==> src/rtl/positional_array_list_defines.svh <==
// assertion macros for the positional array list
// used by the top level only; expects clk and rst_n in scope
`ifndef POSITIONAL_ARRAY_LIST_DEFINES_SVH
`define POSITIONAL_ARRAY_LIST_DEFINES_SVH

// condition holds at every clock edge out of reset
`define PAL_ASSERT_ALWAYS(lbl, cond, msg) \
  lbl: assert property (@(posedge clk) disable iff (!rst_n) (cond)) else $error(msg);

// trigger implies consequence in the same cycle
`define PAL_ASSERT_SAME(lbl, trig, cons, msg) \
  lbl: assert property (@(posedge clk) disable iff (!rst_n) (trig) |-> (cons)) else $error(msg);

// trigger implies consequence in the next cycle
`define PAL_ASSERT_NEXT(lbl, trig, cons, msg) \
  lbl: assert property (@(posedge clk) disable iff (!rst_n) (trig) |=> (cons)) else $error(msg);

`endif

==> src/rtl/pal_pkg.sv <==
// shared types and codes for the positional array list
// no dependencies
package pal_pkg;

  localparam logic [1:0] MODE_INSERT = 2'd0;
  localparam logic [1:0] MODE_REMOVE = 2'd1;
  localparam logic [1:0] MODE_READ   = 2'd2;

  typedef enum logic [1:0] {
    ST_OK     = 2'd0,
    ST_FULL   = 2'd1,
    ST_EMPTY  = 2'd2,
    ST_BADPOS = 2'd3
  } status_t;

  // what the sequencer has to do for one transaction
  typedef enum logic [2:0] {
    ACT_NONE,
    ACT_READ,
    ACT_APPEND,
    ACT_SHIFT_UP,
    ACT_TAKE_LAST,
    ACT_SHIFT_DOWN
  } act_t;

  typedef struct packed {
    status_t status;
    act_t    act;
  } plan_t;

  typedef enum logic [1:0] {
    S_IDLE,
    S_SHIFT,
    S_PLACE,
    S_RESP
  } state_t;

endpackage

==> src/rtl/positional_array_list.sv <==
// positional array list top level: sequencer, entry memory, result register
// depends on pal_pkg, pal_decode and positional_array_list_defines.svh
//
//   channel  | handshake            | payload
//   ---------+----------------------+------------------------------------------
//   in_      | in_valid / in_ready  | in_mode, in_position, in_entry_data
//   out_     | out_valid / out_ready| out_status, out_read_data, out_entry_count
//
// one transaction at a time; a single-port-pair memory moves one entry per cycle
// read, append, remove of the last entry and any rejected request go straight to the reply
// remove at p shifts the entries above p down; insert at p < count shifts entries up, then places
// the new entry; the worst case is set by the one-entry-per-cycle shift loop
// reset clears count and control only; entries need no clearing pass
// a result waiting on out_ready holds the block in S_RESP and blocks the next transaction
`include "positional_array_list_defines.svh"

module positional_array_list #(
  parameter int DEPTH      = 16,
  parameter int ENTRY_BITS = 32
) (
  input  logic        clk,
  input  logic        rst_n,
  input  logic        in_valid,
  output logic        in_ready,
  input  logic [1:0]  in_mode,
  input  logic [4:0]  in_position,
  input  logic [31:0] in_entry_data,
  output logic        out_valid,
  input  logic        out_ready,
  output logic [1:0]  out_status,
  output logic [31:0] out_read_data,
  output logic [4:0]  out_entry_count
);

  localparam int CW = $clog2(DEPTH + 1);
  localparam int AW = (DEPTH > 1) ? $clog2(DEPTH) : 1;

  // entry storage, one write and one registered read per cycle
  logic [ENTRY_BITS-1:0] mem [DEPTH];
  logic [ENTRY_BITS-1:0] rd_q_r;

  pal_pkg::state_t state_r, state_nxt;
  pal_pkg::plan_t  plan;

  logic [CW-1:0]         count_r, count_nxt;
  logic [AW-1:0]         idx_r, idx_nxt;     // address of the last read issued
  logic [AW-1:0]         end_r, end_nxt;     // last address the shift reads
  logic                  up_r, up_nxt;       // shift direction: insert moves entries up
  logic [ENTRY_BITS-1:0] data_r, data_nxt;   // entry held for the final insert write
  pal_pkg::status_t      res_status_r, res_status_nxt;
  logic                  res_rd_r, res_rd_nxt;

  logic                  out_valid_r;
  logic [1:0]            out_status_r;
  logic [31:0]           out_read_data_r;
  logic [4:0]            out_entry_count_r;

  logic                  in_fire;
  logic                  out_load;
  logic                  last_move;
  logic [AW-1:0]         pos_a;
  logic [AW-1:0]         cnt_m1;
  logic                  fail_out;

  logic                  mem_we;
  logic [AW-1:0]         wr_addr;
  logic [ENTRY_BITS-1:0] wr_data;
  logic                  rd_en;
  logic [AW-1:0]         rd_addr;
  logic [63:0]           rd_q_wide;

  pal_decode #(
    .DEPTH (DEPTH)
  ) u_decode (
    .mode     (in_mode),
    .position (in_position),
    .count    (count_r),
    .plan     (plan)
  );

  assign in_fire   = in_valid && in_ready;
  assign out_load  = (state_r == pal_pkg::S_RESP) && (!out_valid_r || out_ready);
  assign last_move = (idx_r == end_r);
  // position is already checked against count whenever it addresses memory
  assign pos_a     = AW'(in_position);
  assign cnt_m1    = AW'(count_r - CW'(1));
  assign rd_q_wide = 64'(rd_q_r);
  // a failed transaction is on the output
  assign fail_out  = out_valid_r && (out_status_r != pal_pkg::ST_OK);

  // next state
  always_comb begin
    state_nxt = state_r;
    case (state_r)
      pal_pkg::S_IDLE: begin
        if (in_fire) begin
          if (plan.act == pal_pkg::ACT_SHIFT_UP || plan.act == pal_pkg::ACT_SHIFT_DOWN) begin
            state_nxt = pal_pkg::S_SHIFT;
          end else begin
            state_nxt = pal_pkg::S_RESP;
          end
        end
      end
      pal_pkg::S_SHIFT: begin
        if (last_move) begin
          state_nxt = up_r ? pal_pkg::S_PLACE : pal_pkg::S_RESP;
        end
      end
      pal_pkg::S_PLACE: begin
        state_nxt = pal_pkg::S_RESP;
      end
      pal_pkg::S_RESP: begin
        if (out_load) begin
          state_nxt = pal_pkg::S_IDLE;
        end
      end
      default: begin
        state_nxt = pal_pkg::S_IDLE;
      end
    endcase
  end

  // memory commands and datapath updates
  always_comb begin
    in_ready       = 1'b0;
    mem_we         = 1'b0;
    wr_addr        = idx_r;
    wr_data        = rd_q_r;
    rd_en          = 1'b0;
    rd_addr        = idx_r;
    count_nxt      = count_r;
    idx_nxt        = idx_r;
    end_nxt        = end_r;
    up_nxt         = up_r;
    data_nxt       = data_r;
    res_status_nxt = res_status_r;
    res_rd_nxt     = res_rd_r;
    case (state_r)
      pal_pkg::S_IDLE: begin
        in_ready = 1'b1;
        if (in_fire) begin
          res_status_nxt = plan.status;
          res_rd_nxt     = (plan.act == pal_pkg::ACT_READ);
          data_nxt       = ENTRY_BITS'(in_entry_data);
          case (plan.act)
            pal_pkg::ACT_READ: begin
              rd_en   = 1'b1;
              rd_addr = pos_a;
            end
            pal_pkg::ACT_APPEND: begin
              mem_we    = 1'b1;
              wr_addr   = pos_a;
              wr_data   = ENTRY_BITS'(in_entry_data);
              count_nxt = count_r + CW'(1);
            end
            pal_pkg::ACT_SHIFT_UP: begin
              // walk down from the tail, each entry lands one slot higher
              rd_en     = 1'b1;
              rd_addr   = cnt_m1;
              idx_nxt   = cnt_m1;
              end_nxt   = pos_a;
              up_nxt    = 1'b1;
              count_nxt = count_r + CW'(1);
            end
            pal_pkg::ACT_TAKE_LAST: begin
              count_nxt = count_r - CW'(1);
            end
            pal_pkg::ACT_SHIFT_DOWN: begin
              // walk up from the slot after the hole, each entry lands one lower
              rd_en     = 1'b1;
              rd_addr   = pos_a + AW'(1);
              idx_nxt   = pos_a + AW'(1);
              end_nxt   = cnt_m1;
              up_nxt    = 1'b0;
              count_nxt = count_r - CW'(1);
            end
            default: begin
              rd_en = 1'b0;
            end
          endcase
        end
      end
      pal_pkg::S_SHIFT: begin
        // write back the entry read last cycle; the target was already read
        mem_we  = 1'b1;
        wr_addr = up_r ? (idx_r + AW'(1)) : (idx_r - AW'(1));
        wr_data = rd_q_r;
        if (!last_move) begin
          rd_en   = 1'b1;
          rd_addr = up_r ? (idx_r - AW'(1)) : (idx_r + AW'(1));
          idx_nxt = rd_addr;
        end
      end
      pal_pkg::S_PLACE: begin
        mem_we  = 1'b1;
        wr_addr = end_r;
        wr_data = data_r;
      end
      pal_pkg::S_RESP: begin
        in_ready = 1'b0;
      end
      default: begin
        in_ready = 1'b0;
      end
    endcase
  end

  // control registers
  always_ff @(posedge clk) begin
    if (!rst_n) begin
      state_r     <= pal_pkg::S_IDLE;
      count_r     <= '0;
      out_valid_r <= 1'b0;
    end else begin
      state_r <= state_nxt;
      count_r <= count_nxt;
      if (out_load) begin
        out_valid_r <= 1'b1;
      end else if (out_ready) begin
        out_valid_r <= 1'b0;
      end
    end
  end

  // payload registers
  always_ff @(posedge clk) begin
    idx_r        <= idx_nxt;
    end_r        <= end_nxt;
    up_r         <= up_nxt;
    data_r       <= data_nxt;
    res_status_r <= res_status_nxt;
    res_rd_r     <= res_rd_nxt;
    if (out_load) begin
      out_status_r      <= res_status_r;
      out_read_data_r   <= res_rd_r ? rd_q_wide[31:0] : 32'd0;
      out_entry_count_r <= 5'(count_r);
    end
  end

  // entry memory
  always_ff @(posedge clk) begin
    if (mem_we) begin
      mem[wr_addr] <= wr_data;
    end
    if (rd_en) begin
      rd_q_r <= mem[rd_addr];
    end
  end

  assign out_valid       = out_valid_r;
  assign out_status      = out_status_r;
  assign out_read_data   = out_read_data_r;
  assign out_entry_count = out_entry_count_r;

  // checks
  `PAL_ASSERT_ALWAYS(a_count_bound, count_r <= CW'(DEPTH), "entry count above depth")
  `PAL_ASSERT_NEXT(a_write_in_list, mem_we, CW'($past(wr_addr)) < count_r, "write outside list")
  `PAL_ASSERT_SAME(a_read_in_list, rd_en, CW'(rd_addr) <= count_r, "read beyond list end")
  `PAL_ASSERT_SAME(a_fail_no_data, fail_out, out_read_data_r == 32'd0, "data on failed reply")

endmodule

==> src/rtl/pal_decode.sv <==
// request check: status and memory action from mode, position and count
// depends on pal_pkg
module pal_decode #(
  parameter int DEPTH = 16
) (
  input  logic [1:0]                   mode,
  input  logic [4:0]                   position,
  input  logic [$clog2(DEPTH+1)-1:0]   count,
  output pal_pkg::plan_t               plan
);

  localparam int CW = $clog2(DEPTH + 1);
  localparam int XW = (CW > 5) ? CW : 5;

  logic [XW-1:0] pos_x;
  logic [XW-1:0] cnt_x;
  logic          empty;
  logic          full;

  assign pos_x = XW'(position);
  assign cnt_x = XW'(count);
  assign empty = (count == '0);
  assign full  = (count == CW'(DEPTH));

  always_comb begin
    plan.status = pal_pkg::ST_BADPOS;
    plan.act    = pal_pkg::ACT_NONE;
    case (mode)
      pal_pkg::MODE_INSERT: begin
        if (full) begin
          plan.status = pal_pkg::ST_FULL;
        end else if (pos_x > cnt_x) begin
          plan.status = pal_pkg::ST_BADPOS;
        end else begin
          plan.status = pal_pkg::ST_OK;
          plan.act    = (pos_x == cnt_x) ? pal_pkg::ACT_APPEND : pal_pkg::ACT_SHIFT_UP;
        end
      end
      pal_pkg::MODE_REMOVE: begin
        if (empty) begin
          plan.status = pal_pkg::ST_EMPTY;
        end else if (pos_x >= cnt_x) begin
          plan.status = pal_pkg::ST_BADPOS;
        end else begin
          plan.status = pal_pkg::ST_OK;
          plan.act    = (pos_x + XW'(1) == cnt_x) ? pal_pkg::ACT_TAKE_LAST
                                                  : pal_pkg::ACT_SHIFT_DOWN;
        end
      end
      pal_pkg::MODE_READ: begin
        if (empty) begin
          plan.status = pal_pkg::ST_EMPTY;
        end else if (pos_x >= cnt_x) begin
          plan.status = pal_pkg::ST_BADPOS;
        end else begin
          plan.status = pal_pkg::ST_OK;
          plan.act    = pal_pkg::ACT_READ;
        end
      end
      default: begin
        plan.status = pal_pkg::ST_BADPOS;
        plan.act    = pal_pkg::ACT_NONE;
      end
    endcase
  end

endmodule

==> config.mk <==
export PLATFORM = sky130hd
export DESIGN_NAME = positional_array_list
export DESIGN_NICKNAME = d
export VERILOG_FILES = /design/src/rtl/pal_pkg.sv /design/src/rtl/positional_array_list.sv /design/src/rtl/pal_decode.sv
export VERILOG_INCLUDE_DIRS = /design/src /design/src/rtl
export SDC_FILE = /design/constraint.sdc
export NUM_CORES = 1
export LEC_CHECK = 0
export BUFFER_PORTS_ARGS = -buffer_cell sky130_fd_sc_hd__buf_2
export CAP_MARGIN = 20
export CELL_PAD_IN_SITES_DETAIL_PLACEMENT = 1
export CELL_PAD_IN_SITES_GLOBAL_PLACEMENT = 1
export CORE_UTILIZATION = 57
export DETAILED_ROUTE_END_ITERATION = 16
export HOLD_SLACK_MARGIN = 0.06
export PLACE_DENSITY = 0.91
export SLEW_MARGIN = 20
export SYNTH_ARGS = -nofsm -noshare
export SYNTH_HDL_FRONTEND = slang
export SYNTH_SLANG_ARGS = --single-unit
==> constraint.sdc <==
create_clock -name clk -period 10.25 [get_ports clk]
set_clock_uncertainty 0.05 [all_clocks]
set_input_delay 2.05 -clock clk [delete_from_list [all_inputs] [get_ports clk]]
set_output_delay 2.05 -clock clk [all_outputs]
set_load 0.005 [all_outputs]
Word level (Yosys, flattened, before mapping)
Memory sizes are Yosys's and may differ from the RTL's. A register that Yosys moved wholly into a read port is not among the register bits.
Index checks and enable logic that the tools add are counted.
- bits in registers: 91
- bits in latches: 0
- memory bits (writable): 512
- bits in read-only memories: 0
- bits of input ports: 43
- output and inout bits: 41
- word-level logic and storage cells: 109
- memories: 1
- add/subtract/negate cells: 6
- $mul: 0
- divide/modulo/power cells: 0
- magnitude comparators: 2
- equality and inequality tests: 18
- shift operators: 0
- muxes and demuxes: 49
- bitwise gates (word level): 0
- reductions and logical operators: 21
- memory list (memory ; words ; width ; read ports ; clocked after Yosys merged registers in ; wr ports ; RTL line ; source):
    mem ; 16 ; 32 ; 1 ; 1 ; 1 ; positional_array_list.sv:39 ; logic [ENTRY_BITS-1:0] mem [DEPTH];
- operators with widths (kind ; number):
    $mux 32 ; 2
    $pmux 32 s2 ; 1
    $pmux 4 s2 ; 4
    $mux 4 ; 7
    $pmux 4 s3 ; 2
    $mux 2 ; 8
    $mux 3 ; 5
    $pmux 5 s3 ; 1
    $mux 1 ; 14
    $reduce_and 3->1 ; 4
    $add 5x1->5 const B ; 2
    $eq 5x5->1 ; 2
    $pmux 5 s2 ; 1
    $add 4x1->4 const B ; 2
    $pmux 2 s4 ; 1
    $reduce_bool 2->1 ; 4
    $eq 2x2->1 const B ; 3
    $eq 3x2->1 const B ; 2
    $eq 3x3->1 const B ; 2
    $ne 2x2->1 const B ; 3
    $pmux 1 s2 ; 3
    $reduce_or 2->1 ; 3
    $eq 5x5->1 const B ; 1
    $ge 5x5->1 ; 1
    14 further kinds ; 18

Logic depth before layout (Yosys ltp)
Gate-level depths: netlist of run 1.
- depth after elaboration: 12
- mapped depth: 15
- mapped depth without buffers: 11

Hierarchy
From an unflattened synthesis of run 1, not the netlist that was laid out.
- cells, all modules: 1874
- area total of the unflattened synthesis: 26596.8 sq um
- modules (own cells, without submodules) (module ; times used ; cells each ; area each (sq um) ; sequential area each (sq um)):
    positional_array_list ; 1 ; 1823 ; 26228.9 ; 18988.2
    pal_decode ; 1 ; 51 ; 367.9 ; 0.0

Worst setup path before layout of run 1
No wires, ideal clock.
- path type: in2reg
- start point: input port in_valid
- end point: memory mem[3][0] (enable)
- library setup time: 0.421 ns
- arrival: 5.492 ns
- data required time: 9.779 ns
- setup slack: 4.287 ns
- stages on the path: 8
- path buffers: 1
- cells stage by stage: nand2_1 -> inv_1 -> nand3_1 -> clkbuf_1 -> a21oi_1 -> o21ai_0 -> or2_2 -> nor2_1
- word-level cells in the longest chain between the ends: 5
- elaborated cells on any way between the ends: 7
- those cells by class: mux (6); reduce/logical (1)
- RTL lines (item ; RTL line ; source):
    start, declared ; positional_array_list.sv:23 ; input logic in_valid,
    $logic_and 1x1->1 * ; positional_array_list.sv:81 ; assign in_fire = in_valid && in_ready;
    $mux 1 ; positional_array_list.sv:141 ; if (in_fire) begin
    $pmux 1 s2 ; positional_array_list.sv:138 ; case (state_r)
    $mux 1 ; positional_array_list.sv:242 ; if (mem_we) begin
    $mux 1 (implied by the code) ; positional_array_list.sv:243 ; mem[wr_addr] <= wr_data;
    end, declared ; positional_array_list.sv:39 ;
Mark *: on every way between the ends. The rest lies on a longest branch, timed or not.

Worst setup path in the final report of run 1
- start point: input port in_position[3]
- end point: register rd_q_r[20] (read register of mem), data pin
- word-level cells in the longest chain between the ends: 11
- elaborated cells on any way between the ends: 25
- those cells by class: add/sub (2); order compare (2); eq/ne (5); mux (15); reduce/logical (1)
- RTL lines (item ; RTL line ; source):
    start, declared ; positional_array_list.sv:26 ; input logic [4:0] in_position,
    $add 5x1->5 ; pal_decode.sv:46 ; plan.act = (pos_x + XW'(1) == cnt_x) ? pal_pkg::ACT_TAKE_LAST
    $eq 5x5->1 ; pal_decode.sv:46 ;
    $mux 1 ; pal_decode.sv:46 ;
    $mux 3 ; pal_decode.sv:42 ; end else if (pos_x >= cnt_x) begin
    $mux 3 ; pal_decode.sv:40 ; if (empty) begin
    $pmux 5 s3 ; pal_decode.sv:28 ; case (mode)
    $eq 3x2->1 (tied with other cells) ; positional_array_list.sv:145 ; case (plan.act)
    $reduce_or 3->1 (no source line) ; n/a ;
    $mux 1 ; positional_array_list.sv:145 ;
    $mux 1 ; positional_array_list.sv:141 ;
    $pmux 1 s2 ; positional_array_list.sv:138 ;
    end, declared ; positional_array_list.sv:40 ; logic [ENTRY_BITS-1:0] rd_q_r;
Several ways; a longest one is shown, not always the timed one.
A chain may end at the register's enable or synchronous reset.

==> results of run 1 <==
-- critical path, delay by kind of cell --
family	cells	cell delay, ns
compound gates	4	1.08
fa+ha+maj	1	0.35
mux	1	0.35
simple gates	4	1.80
buf+inv	2	0.89
-- cells by family after synthesis --
logic type	after synthesis	share of synthesized area, %
adders and majority gates	14	0.685
DFF	635	74.3
buffers and inverters	110	1.98
xor gates and xnor gates	22	0.807
and+or+nand+nor	241	4.98
AOI/OAI and AO/OA	258	6.90
muxes	265	10.4
-- layer usage --
metal | up-vias | share of wire [%]
met5 | - | 0.011
met4 | 2 | 5.6
met2 | 1089 | 50
met3 | 318 | 9.1
met1 | 7988 | 35
li1 | 6331 | -
-- cells in the mapped netlist (11+ instances only) --
| master | n |
|---|---|
| ha_1 | 14 |
| nor2_1 | 41 |
| mux2i_1 | 262 |
| xnor2_1 | 11 |
| o21ai_0 | 14 |
| edfxtp_1 | 627 |
| buf_2 | 44 |
| o22ai_1 | 128 |
| and2_1 | 35 |
| a221o_1 | 27 |
| or4_1 | 33 |
| a21oi_1 | 49 |
| clkbuf_1 | 26 |
| nand2_1 | 86 |
| inv_1 | 23 |
-- metrics by stage --
| step | hold WS, ns | power, W | worst slack [ns] |
|---|---|---|---|
| final | 0.373 | 0.00962 | 3.78 |
| after global routing | 0.386 | 0.00983 | 3.59 |
| after CTS | 0.374 | 0.00952 | 3.51 |
| after detailed placement | 0.360 | 0.00708 | 2.91 |
| after global placement | 0.356 | 0.00675 | 3.24 |
| after floorplan | 0.350 | 0.00596 | 4.29 |
-- power breakdown --
part | leakage [nW] | switching (W) | total [W] | internal, W
combinational | 3.67 | 0.00218 | 0.00303 | 0.000856
clock | 0.965 | 0.00101 | 0.00234 | 0.00132
sequential | 5.77 | 0.000232 | 0.00425 | 0.00402
total | 10.4 | 0.00342 | 0.00962 | 0.00620
-- worst min-delay path by stage --
| stage | from | to | depth (start not counted) |
|---|---|---|---|
| global placement | res_status_r[1] | out_status[1] | 0 |
| finish | res_status_r[1] | out_status[1] | 0 |
| detailed placement | res_status_r[1] | out_status[1] | 0 |
| global route | res_status_r[0] | out_status[0] | 0 |
| CTS | res_status_r[1] | out_status[1] | 0 |
| floorplan | res_status_r[0] | out_status[0] | 0 |
-- flip-flops by register name, indices dropped and copies added (netlist names) --
name / cells
out_valid: 1
out_status: 2
count_r: 5
up_r: 1
data_r: 32
res_rd_r: 1
rd_q_r: 32
end_r: 4
out_read_data: 32
out_entry_count: 5
mem: 512
state_r: 2
idx_r: 4
res_status_r: 2
-- cell type report --
class	instances	area, µm²
timing repair buffer	118	736
fill	3845	15400
clock buffer	72	1570
sequential	635	19000
multi-input combinational	800	6260
tap	592	741
inverter	24	90.1
clock inverter	41	454
-- cell usage in the layout, fill, tap and decap left out, types with 3 or more instances in the layout --
master,instances
xnor2_1,11
o22ai_1,128
clkinv_1,11
nand2_1,85
inv_1,22
xor2_1,10
a221o_1,27
nor2b_1,4
or3_1,3
and2_1,35
inv_6,3
dfxtp_1,8
o21bai_1,3
clkbuf_16,61
buf_12,3
buf_2,83
edfxtp_1,627
nand2b_1,3
mux2_2,3
a21oi_1,49
or4_1,33
a32oi_1,3
o21ai_0,14
nor2_1,24
clkbuf_1,11
clkinvlp_4,8
a222oi_1,6
nand3_1,6
buf_4,31
clkinv_2,9
mux2i_1,262
ha_1,13
nand3_2,8
nor2_4,16
bufinv_16,9
==> impl_metrics.csv, run 1 <==
group,metric,value,unit
finish,nNetsFinal,1697,
finish,fin_area,28800,µm²
clocking,post_cts_buffers,0,
drt,viasPerCell,6.89,
power,power_density,334,nW/µm²
global_routing,grt_pass1_vias,16900,
floorplan,io_pins,84,
critical_path,rrSetupSlack,4.58,ns
floorplan,start_util,57.8,%
floorplan,die_h,214,µm
critical_path,worst_ep_arrival_time,6.78,ns
critical_path,cpPeakStageDelay,0.72,ns
synth,seq_area_frac_synth,74.3,%
clocking,cts_tree,"built",
drt,ant_nets,0,
critical_path,critPathRequiredTime,10.56,ns
finish,utilization,65.2,%
synth,syn_inst,1545,
timing,fmax,155,MHz
synth,synth.area.top_cells,"edfxtp_1, mux2i_1, o22ai_1",
global_routing,overflow,0,
drt,wl,78.7,mm
placement,port_buffers,83,
drt,first_pass_iters,5,
clocking,cts-resized-gates,0,
placement,dp.cells,2167,
clocking,root_buffer,"clkbuf_16",
critical_path,crit_chain,"buf_2, ha_1, and3_1, o21a_1, nor4_4, nand2_2, o221a_2, o21ai_4, buf_12, mux2i_1, o22ai_1, or4_1",
timing,setup_tns,0,ns
clocking,insertion_delay,0.64,ns
floorplan,die_w,214,µm
finish,syn_to_final_growth,12.8,%
job,cap_violations,0,
global_routing,grt_max_degree,149,
synth,synth_top_cell_by_area,"edfxtp_1",
floorplan,die_area,45700,µm²
drt,wl_per_cell,34.5,µm
timing,tightest_slew,1.16,ns
critical_path,setup.worst_path.start,"in_position[3]",
synth,yosysUniqueCellTypes,67,
critical_path,ff2ff_path_depth,13,
clocking,cts_buffer_depth,3,
critical_path,crit_slowest_cell,"buf_12",
timing,min_period,6.47,ns
finish,insertedDiodeCount,0,
floorplan,num_rows,77,
status,status,"complete, no violations",
floorplan,fp.coreArea,44200,µm²
finish,fin_cells,2282,
clocking,htree_levels,2,
synth,avgSynthCellArea,16.6,µm²
timing,finalSetupViolCount,0,
timing,slew_headroom,22.5,%
critical_path,end_kind,"flop",
critical_path,r2r_start,"state_r[0]",
critical_path,path_class,"input port to flop",
global_routing,grt_usage,35.2,%
timing,slew_violations,0,
synth,synth_largest_type_area_fraction,73.6,%
clocking,cts.clk_slew.worst_paths,0.06,ns
global_routing,antenna_found_initial,2,
clocking,numCtsBuffers,61,
synth,ys.flop_type,"edfxtp_1",
drt,drtIter0Drc,1844,
global_routing,grt_pass1_wl,113,mm
critical_path,crit_end,"rd_q_r[20]",
timing,period_share,63.1,%
synth,syn_nets,1602,
power,vdd_ir_drop_max,0.248,mV
timing,hold_viol_final,0,
clocking,clock-sinks,635,
worst_hold_path,hp-class,"flop to flop",
global_routing,met3_usage,6.47,%
synth,syn_area,25600,µm²
global_routing,use_met2,60.5,%
synth,ys_ff_latch,635,
placement,globalplace.congestion,0.876,
global_routing,grt-busiest-layer,"met2",
critical_path,crit_fanout,148,
timing,grt_setup_unrepaired,"no",
synth,synthArstFlopShare,0,%
critical_path,r2r_end,"mem[14][2]",
global_routing,grtUsageMet1,41.8,%
synth,yosys_warnings,0,
drt,drc_errors,0,
placement,dp_hpwl,39.3,mm
finish,drive_gt1_share,15.3,%
clocking,ctsHoldBuffers,0,
synth,synth_edf_count,627,
power,p_leak,10.4,nW
placement,placed_area,26800,µm²
drt,num_vias,15700,
critical_path,startpoint_type,"input port",
Note: power is estimated with default switching activity, not from simulation.
==> inputs of run 2 (changes only) <==
ABC_AREA = 1   (was unset)
CORE_UTILIZATION = 45   (was 57)
PLACE_DENSITY = 0.83   (was 0.91)
clock period = 5.5 ns   (was 10.25 ns; I/O delays follow)
==> run 2 against run 1 <==
Effect of this change: synthesized cell count is 75% higher; first-iteration DRC count is 8.6% higher; largest cell class unchanged; core utilization is 13 points lower; clock-buffer cell count is 9 higher; critical path type is now flop to flop.
==> impl_metrics.csv, run 2 <==
group,metric,value,unit
status,status,"complete, no violations",
global_routing,grt_pass1_vias,22800,
clocking,ctsHoldBuffers,0,
critical_path,crit_path_frequent_cell,"nand2_1",
finish,drive_gt1_share,11.0,%
finish,final_cell_mix,"edfxtp_1, nand3_1, nand2_1, inv_1, buf_2",
critical_path,path_class,"flop to flop",
synth,ys_ff_latch,635,
critical_path,end_kind,"flop",
clocking,clock-sinks,635,
finish,top_register,"mem",
synth,synth_most_common_cell,"edfxtp_1",
placement,place_worst_setup_slack,0.215,ns
critical_path,critPathRequiredTime,5.77,ns
critical_path,ff2ff_path_depth,19,
synth,yosys_warnings,0,
synth,synth.area.top_cells,"edfxtp_1, nand3_1, nand2_1",
floorplan,fp.coreArea,63000,µm²
timing,final.setup.worst_slack,0.865,ns
clocking,root_buffer,"clkbuf_16",
synth,yosysUniqueCellTypes,41,
power,p_leak,13.3,nW
clocking,cts_tree,"built",
timing,finalSetupViolCount,0,
critical_path,crit_fanout,17,
timing,min_period,4.64,ns
critical_path,cpPeakStageDelay,0.63,ns
critical_path,cp.depth,19,
finish,utilization,51.8,%
timing,tightest_slew,1.11,ns
drt,num_vias,21200,
drt,drc_errors,0,
clocking,numCtsBuffers,69,
job,cap_violations,0,
timing,period_share,84.3,%
placement,port_buffers,83,
critical_path,crit_family,"simple AND/OR/NAND/NOR gates",
synth,synth_edf_count,627,
finish,largest_reg_flops,512,
clocking,post_cts_buffers,0,
drt,wl_per_cell,24.3,µm
synth,avgSynthCellArea,10.5,µm²
global_routing,grt_usage,27.7,%
power,power.total,0.0220,W
timing,holdWs,0.371,ns
synth,synthArstFlopShare,0,%
clocking,htree_levels,3,
critical_path,startpoint_type,"flop",
synth,syn_inst,2711,
power,power_density,674,nW/µm²
floorplan,die_area,64500,µm²
synth,synth_top_cell_by_area,"edfxtp_1",
drt,wl,89.8,mm
critical_path,crit_buf_inv,2,
synth,ys.flop_type,"edfxtp_1",
finish,nNetsFinal,2853,
critical_path,crit_slowest_cell,"nor2_4",
timing,hold_viol_final,0,
clocking,cts.clk_slew.worst_paths,0.06,ns
drt,first_pass_iters,6,
drt,viasPerCell,5.74,
global_routing,antenna_found_initial,3,
finish,fill_cells,6745,
global_routing,grt_pass1_wl,134,mm
critical_path,crit_chain,"inv_1, ha_1, nand2_1, nor2_1, nand2_1, nand4_4, nor2_4, nand2_4, nand2_2, nor2_1, nand2_2, a21oi_1, o21ai_0, nand2_1, o21ai_0, nor2_1, nand2_1, nor2_4, buf_16",
finish,final_common_cell,"edfxtp_1",
floorplan,num_rows,92,
timing,fmax,216,MHz
clocking,cts-resized-gates,0,
worst_hold_path,hold_depth,0,
power,vdd_ir_drop_max,0.443,mV
clocking,cts_buffer_depth,3,
global_routing,overflow,0,
drt,drtIter0Drc,2002,
timing,slew_violations,0,
synth,synth_largest_type_area_fraction,65.9,%
clocking,insertion_delay,0.63,ns
timing,slew_headroom,26.2,%
floorplan,io_pins,84,
critical_path,setup.worst_path.start,"count_r[3]",
synth,syn_area,28600,µm²
critical_path,worst_ep_arrival_time,4.91,ns
timing,setup_tns,0,ns
floorplan,start_util,45.4,%
floorplan,die_h,254,µm
global_routing,grt_max_degree,106,
synth,synthTopCellsByCount,"edfxtp_1, nand3_1, nand2_1",
floorplan,die_w,254,µm
synth,syn_nets,2768,
synth,seq_area_frac_synth,66.4,%
placement,dp_hpwl,51.3,mm
finish,syn_to_final_growth,14.1,%
timing,grt_setup_unrepaired,"no",
worst_hold_path,hp-class,"flop to flop",
critical_path,r2r_start,"count_r[3]",
worst_hold_path,min_from,"res_status_r[0]",
placement,globalplace.congestion,0.849,
drt,ant_nets,0,
[run 2: path summary, 6_finish.rpt]
check / slack, ns / end
max reg2reg: 0.86 / mem[12][16]
min reg2reg: 0.37 / out_status[0]
min: 0.37 / out_status[0]
max: 0.86 / mem[12][16]
[run 2: logic make-up (layout without fill, tap and decap cells)]
| group | Yosys count | in the layout | synth area share [%] |
|---|---|---|---|
| AO/OA/AOI/OAI | 166 | 166 | 3.34 |
| buffers and inverters | 598 | 733 | 8.60 |
| multiplexers | 1 | 1 | 0.0394 |
| AND/OR/NAND/NOR | 1283 | 1283 | 20.6 |
| XOR/XNOR | 14 | 14 | 0.429 |
| other | 0 | 1 | 0 |
| flip-flops | 635 | 635 | 66.4 |
| adder cells (fa/ha/maj) | 14 | 14 | 0.613 |
[run 2: area by class of cell]
type                    instances  area, µm²  area share [%]
repair buffers                170       1410            4.33
clock inverters                40        299           0.917
diodes                          1       2.50         0.00767
clock buffers                  81       1840            5.63
multi-input cells            1478       7350            22.5
flip-flops and latches        635      19000            58.2
inverters                     442       1660            5.10
well taps                     846       1060            3.25
[run 2: stage by stage]
| step | instances | instance area [µm²] |
|---|---|---|
| floorplan | 2711 | 28600 |
| global placement | 3547 | 30200 |
| detailed placement | 3550 | 30300 |
| CTS | 3671 | 32400 |
| global route | 3692 | 32600 |
| finish | 3693 | 32600 |
[run 2: per-layer routing]
| layer | vias up | track usage [%] | routed length (µm) | part of all wire [%] |
|---|---|---|---|---|
| met2 | 906 | 47.7 | 45500 | 51 |
| met5 | - | 0 | 25 | 0.028 |
| met4 | 4 | 13.9 | 3960 | 4.4 |
| li1 | 9333 | - | - | - |
| met3 | 236 | 4.90 | 5960 | 6.6 |
| met1 | 10700 | 33.5 | 34400 | 38 |
[run 2: power breakdown]
part | switching [W] | internal (W) | total (W)
Sequential | 0.000334 | 0.00752 | 0.00785
Combinational | 0.00706 | 0.00254 | 0.00960
Clock | 0.00200 | 0.00254 | 0.00453
Total | 0.00939 | 0.0126 | 0.0220
[run 2: worst register-to-register path, stage by stage, from the launching register on]
cell	delay [ns]
dfxtp_1	0.53
inv_1	0.24
ha_1	0.33
nand2_1	0.07
nor2_1	0.16
nand2_1	0.14
nand4_4	0.15
nor2_4	0.07
nand2_4	0.15
nand2_2	0.11
nor2_1	0.16
nand2_2	0.18
a21oi_1	0.16
o21ai_0	0.10
nand2_1	0.10
o21ai_0	0.21
nor2_1	0.25
nand2_1	0.29
nor2_4	0.63
buf_16	0.25
==> inputs of run 3 (changes only) <==
clock period = 3.8 ns   (was 5.5 ns; I/O delays follow)
==> run 3 against run 2 <==
Effect of this change: final area up 5.2%; first-iteration DRC count grew 5.0%; setup slack worse by 0.76 ns; fmax grew 25%; clock-buffer cell count up 12; hold slack lost 0.087 ns; flip-flop and latch count did not move; clock power is 53% higher; largest cell class unchanged; highest routed layer is now met4.
==> impl_metrics.csv, run 3 (synthesis results as in run 2) <==
group,metric,value,unit
power,p_leak,14.2,nW
job,cap_violations,0,
floorplan,fp.coreArea,63000,µm²
critical_path,ff2ff_path_depth,19,
clocking,cts_buffer_depth,3,
critical_path,startpoint_type,"flop",
placement,globalplace.congestion,0.889,
global_routing,antenna_found_initial,0,
critical_path,worst_ep_arrival_time,3.95,ns
global_routing,grt_max_degree,77,
floorplan,die_w,254,µm
worst_hold_path,hold_end,"data_r[11]",
clocking,cts_tree,"built",
floorplan,die_area,64500,µm²
global_routing,overflow,0,
clocking,ctsHoldBuffers,0,
global_routing,grt_usage,30.2,%
clocking,cts.clk_slew.worst_paths,0.06,ns
critical_path,end_kind,"flop",
clocking,insertion_delay,0.63,ns
timing,final.setup.worst_slack,0.104,ns
finish,largest_reg_flops,512,
critical_path,rrSetupSlack,0.10,ns
clocking,htree_levels,3,
finish,fill_cells,6659,
finish,final_common_cell,"edfxtp_1",
critical_path,critPathRequiredTime,4.05,ns
critical_path,crit_fanout,11,
finish,nNetsFinal,2971,
worst_hold_path,min_from,"in_entry_data[11]",
finish,utilization,54.5,%
placement,place_worst_setup_slack,-0.262,ns
power,vdd_ir_drop_max,0.656,mV
drt,ant_nets,0,
timing,period_share,97.3,%
finish,top_register,"mem",
drt,wl,96.1,mm
critical_path,r2r_start,"count_r[0]",
global_routing,grt_pass1_wl,144,mm
placement,dp_hpwl,59.9,mm
drt,num_vias,22100,
finish,drive_gt1_share,14.6,%
timing,slew_headroom,45.0,%
critical_path,path_class,"flop to flop",
timing,min_period,3.70,ns
drt,drtIter0Drc,2103,
power,power_density,1010,nW/µm²
timing,hold_viol_final,0,
power,power.total,0.0346,W
floorplan,start_util,45.4,%
drt,viasPerCell,5.79,
drt,wl_per_cell,25.2,µm
finish,insertedDiodeCount,0,
status,status,"complete, no violations",
finish,syn_to_final_growth,19.9,%
drt,first_pass_iters,5,
worst_hold_path,hp-class,"input port to flop",
critical_path,r2r_end,"mem[1][28]",
worst_hold_path,hold_depth,1,
timing,tightest_slew,0.804,ns
floorplan,io_pins,84,
clocking,root_buffer,"clkbuf_16",
timing,slew_violations,0,
drt,drc_errors,0,
clocking,clock-sinks,635,
clocking,numCtsBuffers,70,
placement,port_buffers,83,
timing,fmax,271,MHz
global_routing,grt_pass1_vias,24000,
floorplan,num_rows,92,
timing,finalSetupViolCount,0,
floorplan,die_h,254,µm
finish,final_cell_mix,"edfxtp_1, nand3_1, nand2_1, inv_1, buf_4",
run 3: power by group:
part / internal [W] / switching (W)
sequential: 0.0109 / 0.000526
clock: 0.00406 / 0.00288
combinational: 0.00521 / 0.0110
total: 0.0201 / 0.0144
run 3: cell type report:
cell class | count | area (µm²) | area share [%]
Inverter | 442 | 1660 | 4.85
Clock buffer | 93 | 1890 | 5.51
Clock inverter | 34 | 400 | 1.17
Sequential cell | 635 | 19000 | 55.4
Tap cell | 846 | 1060 | 3.09
Timing Repair Buffer | 287 | 2930 | 8.54
Multi-Input combinational cell | 1478 | 7360 | 21.5
run 3: critical path, stage by stage (launching register included):
cell and delay, ns:
dfxtp_1 0.37, inv_1 0.14, ha_1 0.20, nand2_1 0.08, nor2_2 0.22, nand2_1 0.18, nand2_1 0.09, nand2_1 0.05
nand2_1 0.11, nand2_2 0.07, nor2_1 0.11, nand2_2 0.17, o21ai_0 0.35, nand2_1 0.10, o21ai_0 0.17, buf_4 0.18
nand3_1 0.06, buf_4 0.21, nor2_4 0.18, buf_4 0.28
run 3: per-layer routing:
layer  part of all wire [%]  vias up  wire length [µm]  global-route usage [%]
met1                     37    11200             35400                    35.0
met3                    6.9      317              6650                    4.90
met4                    5.5        0              5250                    16.9
met5                      0        -                 0                       0
met2                     51      999             48800                    53.2
li1                       -     9585                 -                       -
run 3: metrics by stage:
step	hold WS (ns)	cell area, µm²	instances	TNS [ns]
4_1_cts	0.260	34200	3813	0
3_5_place_dp	0.371	31900	3686	-81.50
5_1_grt	0.277	34300	3815	-8.59
2_1_floorplan	0.350	28600	2711	-78.04
3_3_place_gp	0.358	31900	3686	-19.63
6_report	0.285	34300	3815	0
run 3: repair_timing:
action / in CTS / in global routing
endpoints found under the hold margin: 0 / 0
setup endpoints to repair: 0 / 541
setup buffers: 0 / 2
gates resized for setup: 0 / 7
run 3: worst max-delay path by stage:
stage	startpoint	to	slack, ns	depth (start not counted)
finish	count_r[0]	mem[1][28]	0.10	19
global route	count_r[0]	mem[1][23]	-0.08	19
CTS	count_r[1]	mem[4][8]	0.03	19
detailed placement	in_position[0]	mem[4][18]	-0.26	19
global placement	in_position[0]	mem[12][26]	-0.12	19
floorplan	in_position[4]	mem[1][0]	-0.18	16
